<file path="src/design/tmcw_pkg.sv">
// ----------------------------------------------------------------------------
// tmcw_pkg: text mode console writer shared definitions
// Payload structs, operation codes, character constants and the command and
// status bundles between the controller and the datapath.
// ----------------------------------------------------------------------------
package tmcw_pkg;

  localparam int unsigned OP_W        = 3;
  localparam int unsigned CHAR_W      = 8;
  localparam int unsigned ATTR_W      = 8;
  localparam int unsigned CELL_W      = 16;
  localparam int unsigned ROW_FIELD_W = 5;
  localparam int unsigned COL_FIELD_W = 7;

  localparam logic [OP_W-1:0] OP_WRITE  = 3'd0;
  localparam logic [OP_W-1:0] OP_DELETE = 3'd1;
  localparam logic [OP_W-1:0] OP_CLEAR  = 3'd2;
  localparam logic [OP_W-1:0] OP_FILL   = 3'd3;
  localparam logic [OP_W-1:0] OP_READ   = 3'd4;

  localparam logic [CHAR_W-1:0] NEWLINE_CODE = 8'd10;
  localparam logic [CHAR_W-1:0] SPACE_CODE   = 8'h20;
  localparam logic [ATTR_W-1:0] RESET_ATTR   = 8'h0F;

  typedef struct packed {
    logic [OP_W-1:0]        operation;
    logic [CHAR_W-1:0]      char_code;
    logic [ROW_FIELD_W-1:0] read_row;
    logic [COL_FIELD_W-1:0] read_col;
  } in_t;

  typedef struct packed {
    logic [ROW_FIELD_W-1:0] cursor_row;
    logic [COL_FIELD_W-1:0] cursor_col;
    logic [CELL_W-1:0]      cell_value;
    logic                   scrolled;
  } out_t;

  typedef enum logic [2:0] {
    SW_NONE,
    SW_RESET,
    SW_FILL,
    SW_COPY,
    SW_BLANK
  } sweep_e;

  typedef struct packed {
    logic   load_in;
    logic   exec;
    logic   issue_read;
    logic   prime_read;
    logic   load_out;
    sweep_e sweep;
  } ctrl_cmd_t;

  typedef struct packed {
    logic [OP_W-1:0] op;
    logic            scroll_needed;
    logic            sweep_last;
    logic            copy_last;
  } ctrl_sts_t;

endpackage

</file>
<file path="src/design/tmcw_ctrl.sv">
// ----------------------------------------------------------------------------
// tmcw_ctrl: text mode console writer controller
// Sequences the reset clear, accept, execute, cell read, fill, scroll sweeps and
// result transfer; drives the datapath through a command bundle.
// ----------------------------------------------------------------------------
module tmcw_ctrl (
  input  logic               clk_i,
  input  logic               rst_ni,
  input  logic               in_valid_i,
  output logic               in_ready_o,
  output logic               out_valid_o,
  input  logic               out_ready_i,
  input  tmcw_pkg::ctrl_sts_t sts_i,
  output tmcw_pkg::ctrl_cmd_t cmd_o
);
  import tmcw_pkg::*;

  typedef enum logic [3:0] {
    ST_CLEAR,
    ST_IDLE,
    ST_EXEC,
    ST_READ,
    ST_FILL,
    ST_SCROLL_PRIME,
    ST_SCROLL_COPY,
    ST_SCROLL_BLANK,
    ST_FINISH
  } state_e;

  state_e    state_q, state_d;
  logic      out_valid_q, out_valid_d;
  logic      out_free;
  logic      finish_req;
  ctrl_cmd_t cmd;

  assign out_free   = !out_valid_q || out_ready_i;
  assign in_ready_o = (state_q == ST_IDLE);

  always_comb begin
    state_d        = state_q;
    finish_req     = 1'b0;
    cmd.load_in    = 1'b0;
    cmd.exec       = 1'b0;
    cmd.issue_read = 1'b0;
    cmd.prime_read = 1'b0;
    cmd.load_out   = 1'b0;
    cmd.sweep      = SW_NONE;
    unique case (state_q)
      ST_CLEAR: begin
        cmd.sweep = SW_RESET;
        if (sts_i.sweep_last) begin
          state_d = ST_IDLE;
        end
      end
      ST_IDLE: begin
        if (in_valid_i) begin
          cmd.load_in = 1'b1;
          state_d     = ST_EXEC;
        end
      end
      ST_EXEC: begin
        cmd.exec = 1'b1;
        unique case (sts_i.op) inside
          OP_WRITE: begin
            if (sts_i.scroll_needed) begin
              state_d = ST_SCROLL_PRIME;
            end else begin
              finish_req = 1'b1;
            end
          end
          OP_CLEAR, OP_FILL: begin
            state_d = ST_FILL;
          end
          OP_READ: begin
            cmd.issue_read = 1'b1;
            state_d        = ST_READ;
          end
          default: begin
            finish_req = 1'b1;
          end
        endcase
      end
      ST_READ: begin
        finish_req = 1'b1;
      end
      ST_FILL: begin
        cmd.sweep = SW_FILL;
        if (sts_i.sweep_last) begin
          state_d = ST_FINISH;
        end
      end
      ST_SCROLL_PRIME: begin
        cmd.prime_read = 1'b1;
        state_d        = ST_SCROLL_COPY;
      end
      ST_SCROLL_COPY: begin
        cmd.sweep = SW_COPY;
        if (sts_i.copy_last) begin
          state_d = ST_SCROLL_BLANK;
        end
      end
      ST_SCROLL_BLANK: begin
        cmd.sweep = SW_BLANK;
        if (sts_i.sweep_last) begin
          state_d = ST_FINISH;
        end
      end
      ST_FINISH: begin
        finish_req = 1'b1;
      end
      default: begin
        state_d = ST_IDLE;
      end
    endcase
    if (finish_req) begin
      if (out_free) begin
        cmd.load_out = 1'b1;
        state_d      = ST_IDLE;
      end else begin
        state_d = ST_FINISH;
      end
    end
    out_valid_d = cmd.load_out || (out_valid_q && !out_ready_i);
  end

  always_ff @(posedge clk_i or negedge rst_ni) begin
    if (!rst_ni) begin
      state_q     <= ST_CLEAR;
      out_valid_q <= 1'b0;
    end else begin
      state_q     <= state_d;
      out_valid_q <= out_valid_d;
    end
  end

  assign cmd_o       = cmd;
  assign out_valid_o = out_valid_q;

`ifndef NO_ASSERTIONS
  a_load_out_free: assert property (@(posedge clk_i) disable iff (!rst_ni)
    cmd.load_out |-> (!out_valid_q || out_ready_i))
    else $error("result loaded over a pending transfer");

  a_exec_once: assert property (@(posedge clk_i) disable iff (!rst_ni)
    (state_q == ST_EXEC) |=> (state_q != ST_EXEC))
    else $error("execute step repeated");

  a_accept_exec: assert property (@(posedge clk_i) disable iff (!rst_ni)
    (in_valid_i && in_ready_o) |=> (state_q == ST_EXEC))
    else $error("accepted item not executed");
`endif

endmodule

</file>
<file path="config.mk">
export PLATFORM = sky130hd
export DESIGN_NAME = tmcw_ctrl
export DESIGN_NICKNAME = d
export VERILOG_FILES = /design/src/design/tmcw_pkg.sv /design/src/design/tmcw_ctrl.sv
export SDC_FILE = /design/constraint.sdc
export NUM_CORES = 1
export LEC_CHECK = 0
export ABC_AREA = 1
export BUFFER_PORTS_ARGS = -buffer_cell sky130_fd_sc_hd__buf_2
export CAP_MARGIN = 40
export CORE_AREA = 3 3 40 42
export CTS_CLUSTER_DIAMETER = 100
export DETAILED_ROUTE_END_ITERATION = 7
export DIE_AREA = 0 0 43 45
export SETUP_SLACK_MARGIN = 0.15
export SLEW_MARGIN = 40
export SYNTH_ARGS = -nofsm -noshare
export SYNTH_HDL_FRONTEND = slang
export SYNTH_SLANG_ARGS = --single-unit
</file>
<file path="constraint.sdc">
create_clock -name clk_i -period 1.6 [get_ports clk_i]
set_input_delay 0.08 -clock clk_i [delete_from_list [all_inputs] [get_ports clk_i]]
set_output_delay 0.08 -clock clk_i [all_outputs]
set_load 0.01 [all_outputs]
</file>
==> Yosys cells after proc, flatten, opt, wreduce, memory -nomap -nowiden <==
Cells that the tools add are included.
W data, S select, Z words.
{ "word_totals": {"wordCells": 52, "reg_bits": 5, "output_inout_bits": 10, "input_bits": 10} }
{ "op_classes": {"n_eq_ne": 18, "n_mux": 20, "n_reduce_logical": 12} }
{ "op_table": {"columns": ["operator", "count"], "rows": [
  ["$mux W4", 7],
  ["$pmux W4 S7", 1],
  ["$eq A4 B3 Y1 const B", 4],
  ["$pmux W3 S4", 1],
  ["$pmux W4 S3", 1],
  ["$eq A4 B2 Y1 const B", 2],
  ["$mux W1", 7],
  ["$reduce_and A7 Y1", 1],
  ["$eq A3 B2 Y1 const B", 2],
  ["$ne A3 B3 Y1 const B", 2],
  ["$reduce_or A2 Y1", 3],
  ["$ne A5 B4 Y1 const B", 1],
  ["$eq A4 B1 Y1 const B", 1],
  ["$eq A4 B4 Y1 const B", 1],
  ["$logic_not A4 Y1", 1],
  ["$ne A4 B4 Y1 const B", 1],
  ["$pmux W1 S2", 2],
  ["$eq A3 B3 Y1 const B", 1],
  ["$logic_not A3 Y1", 1],
  ["$ne A3 B1 Y1 const B", 1],
  ["$ne A3 B2 Y1 const B", 1],
  ["$reduce_or A3 Y1", 1],
  ["$logic_not A1 Y1", 2],
  ["$logic_or A1 B1 Y1", 2],
  ["3 further kinds", 3]
]} }

==> Logic depth before layout (Yosys ltp) <==
{ "logic_depth": {"depth_word": 6, "mapped_depth": 10, "ltp_nobuf": 10} }

==> Worst setup path after synthesis <==
No wires, ideal clock.
{ "synth_timing": {"kind": "flip-flop to flip-flop", "start": "register state_q[1]", "end": "register state_q[0]", "path_buffers": 0, "path_stages_with_launch": 11, "arrival_time_ps": 1120, "slack_ps": 364, "period_less_slack_ps": 1236, "t_required_ps": 1484, "setup_ps": 116, "path_cell_list": "dfrtp_1 inv_1 nand2_1 nor2_2 nand2_2 o21ai_2 inv_2 nand2_4 inv_2 nand2_1 nand2_1"} }
{ "synth_via": {"elab_cells_between_ends": 22, "classes_between": "15 x eq/ne; 3 x mux; 4 x reduce/logical"} }
{ "synth_lines": {"columns": ["item", "line_no", "text"], "rows": [
  ["start, declared", "tmcw_ctrl.sv:30", "state_e state_q, state_d;"],
  ["start signal, assigned", "tmcw_ctrl.sv:131", "state_q <= state_d;"],
  ["$eq A4 B1 Y1 (*)", null, null],
  ["net in_ready_o", "tmcw_ctrl.sv:10", "output logic in_ready_o,"],
  ["$ne A3 B2 Y1 (no line) / $pmux W4 S7 (equally long branches)", null, null],
  ["$reduce_and A7 Y1 (no line) / $mux W4 (equally long branches)", null, null]
]} }
Mark *: on every way through the listed nets, which the timed path passes. The rest lies on a longest branch.
A chain may end at the register's enable or synchronous reset.

==> out/metrics.cfg <==
[placement]
hpwl_um = 929.5
place_area_um2 = 578.1
place_ws_ns = 0.2741
numPortBuffers = 19
gp_congestion = 0.7408

[layout]
layout.nets = 123
syn_to_final_growth_pct = 51.75
utilization_pct = 54.82
fin_area_um2 = 704.4
drive_above_1_share_pct = 50.00
n_antenna_cell = 0
fillCellCount = 138

[logic_synthesis]
synth_fp_nets = 93
yosysWarnings = 0
yosysTopAreaCellShare_pct = 26.95
synth_top_cells_by_count = nand2_1 (30), inv_1 (16), nor2_1 (12)
synth_area_leaders = dfrtp_1 (27%), nand2_1 (24%), inv_1 (13%)
ys.flop_type = dfrtp_1
synth_cells = 83
async_reset_ff_share_pct = 100.0
netlist_area_um2 = 464.2
avgSynthCellArea_um2 = 5.593
synth_edf_count = 0
yosysSeqAreaShare_pct = 26.95
synth.distinct_cells = 16
yosys.area.top_type = dfrtp_1
yosysMostFrequentCell = nand2_1
synth-seq-cells = 5

[pwr]
powerDensity_mw_per_mm2 = 1875
fin_total_pwr_mw = 1.321
power.leakage_nw = 0.4300
ir_drop_mv = 0.9885

[routing]
dr.first_iter.drc_count = 7
wirelength_um = 1250
ant_nets = 0
avgViaCountPerCell = 4.496
first_pass_iters = 4
route.detailed.drc = 0
routedWlPerCell_um = 9.843
num_vias = 571

[cts]
root_buffer = clkbuf_4
cts_made_buffers = 3
clock_sinks = 5
path_clk_slew_ns = 0.04
clk_latency_ns = 0.24
cts_tree = done
htreeDepth = 1
cts_max_path_buffers = 2

[critical_path]
required_ns = 1.52
r2r_slack_ns = 0.24
crit_fanout = 6
setup.worst_path.end_class = output port
start_kind = flip-flop
crit_type = flip-flop to output port
reg2reg_to = state_q[0]$_DFFE_PN0P_
reg2reg_depth = 9
r2r_start = state_q[3]$_DFFE_PN0P_
critPathArrivalTime_ns = 1.35

[grt]
grt_max_degree = 7
grt_first_pass_wirelength_um = 2063
grt.overflow.total = 0
grt_usage_pct = 14.43
grt_pass1_vias = 513
antenna_found_initial = 0

[floorplan]
die_w_um = 43
coreArea_mm2 = 0.001285
ios = 20
die_area_mm2 = 0.001935
row_count = 13
die_y_um = 45
start_util_pct = 36.12

[timing]
report.final.hold_viol_count = 0
setup_viol = 0
worstMarginPinSlew_ns = 0.2130
timing.fmax_mhz = 699.0
rsz0062_at_grt = true
period_minus_slack_ns = 1.431
finalMaxSlewViolations = 0
finalWorstSetupSlack_ns = 0.1694
post-route-period-util_pct = 89.41
fin_skew_ns = 0.004109
finalSetupTns_ns = 0
slew_headroom_pct = 85.75

[hold_path]
hold_path_end = out_valid_o$_DFF_PN0_
hp-start = out_ready_i
hold_depth = 4
min_path_type = input port to flip-flop

[flow_run]
cap_violations = 0

[outcome]
outcome = complete, no violations

[stage by stage]
step,cells,hold WS (ns)
after global routing,127,0.1333
after detailed placement,117,-0.1030
final,127,0.1205
after floorplan,83,-0.2156
after global placement,117,-0.1030
after CTS,126,0.1074
[cells in the final DEF (no fill, tap or decap), drive strengths merged]
master,count
a21oi,2
buf,24
clkbuf,4
dfrtp,5
dlygate4sd3,1
inv,18
nand2,33
nand3,3
nor2,15
nor3,1
o211ai,1
o21ai,4
o22ai,1
[metal layers]
layer | wire length, µm | vias to the layer above | GRT usage, %
met2 | 649 | 18 | 24.25
met5 | 0 | - | 0
met3 | 71 | 0 | 2.390
met1 | 529 | 251 | 17.24
met4 | 0 | 0 | 9.036
li1 | - | 302 | -
[sequential cells by signal, summed over array words and instances (netlist names)]
register,count
out_valid_o,1
state_q,4
[kinds of logic (layout without fill, tap and decap cells)]
kind of cell / after synthesis / in the layout / synth area share, %
AOI/OAI and AO/OA: 8 / 8 / 11.05
buffers and inverters: 18 / 47 / 14.56
DFF: 5 / 5 / 26.95
and+or+nand+nor: 52 / 52 / 47.44
[worst max path at each step]
stage	from	endpoint	slack, ns	cells past startpoint
2_1_floorplan	state_q[1]$_DFFE_PN0P_	state_q[0]$_DFFE_PN0P_	0.36	10
3_3_place_gp	state_q[3]$_DFFE_PN0P_	state_q[0]$_DFFE_PN0P_	0.25	8
3_5_place_dp	state_q[3]$_DFFE_PN0P_	state_q[0]$_DFFE_PN0P_	0.27	8
4_1_cts	state_q[1]$_DFFE_PN0P_	cmd_o[3]	0.15	7
5_1_grt	state_q[2]$_DFFE_PN0P_	cmd_o[3]	0.05	8
6_report	state_q[0]$_DFFE_PN0P_	cmd_o[3]	0.17	6
[power by group]
group / switching (mW) / leakage (nW) / internal [mW]
sequential: 0.0903 / 0.0589 / 0.190
combinational: 0.534 / 0.356 / 0.362
clock: 0.0506 / 0.0150 / 0.0942
[repair_timing]
action / CTS / global route
gates resized for setup: 10 / 13
hold buffers: 1 / 0
setup endpoints to repair: 1 / 4
hold endpoints to repair: 5 / 0
buffers inserted: 4 / 1
pin swaps: 4 / 5
[worst max-delay path, cell delays in order, from the launching register on]
cell     delay, ns
dfrtp_2       0.47
nor2_4        0.14
nand3_2       0.09
o21ai_2       0.17
nand2_1       0.08
inv_1         0.05
buf_2         0.12
[final cells by class]
class / instances / area (µm²) / area share (%)
multi-input cells: 60 / 316.6 / 44.94
flip-flops and latches: 5 / 130.1 / 18.47
well taps: 15 / 18.77 / 2.664
clock buffers: 4 / 26.28 / 3.730
inverters: 18 / 70.07 / 9.947
repair buffers: 25 / 142.6 / 20.25
No activity file was read; power rests on OpenSTA's default activity.
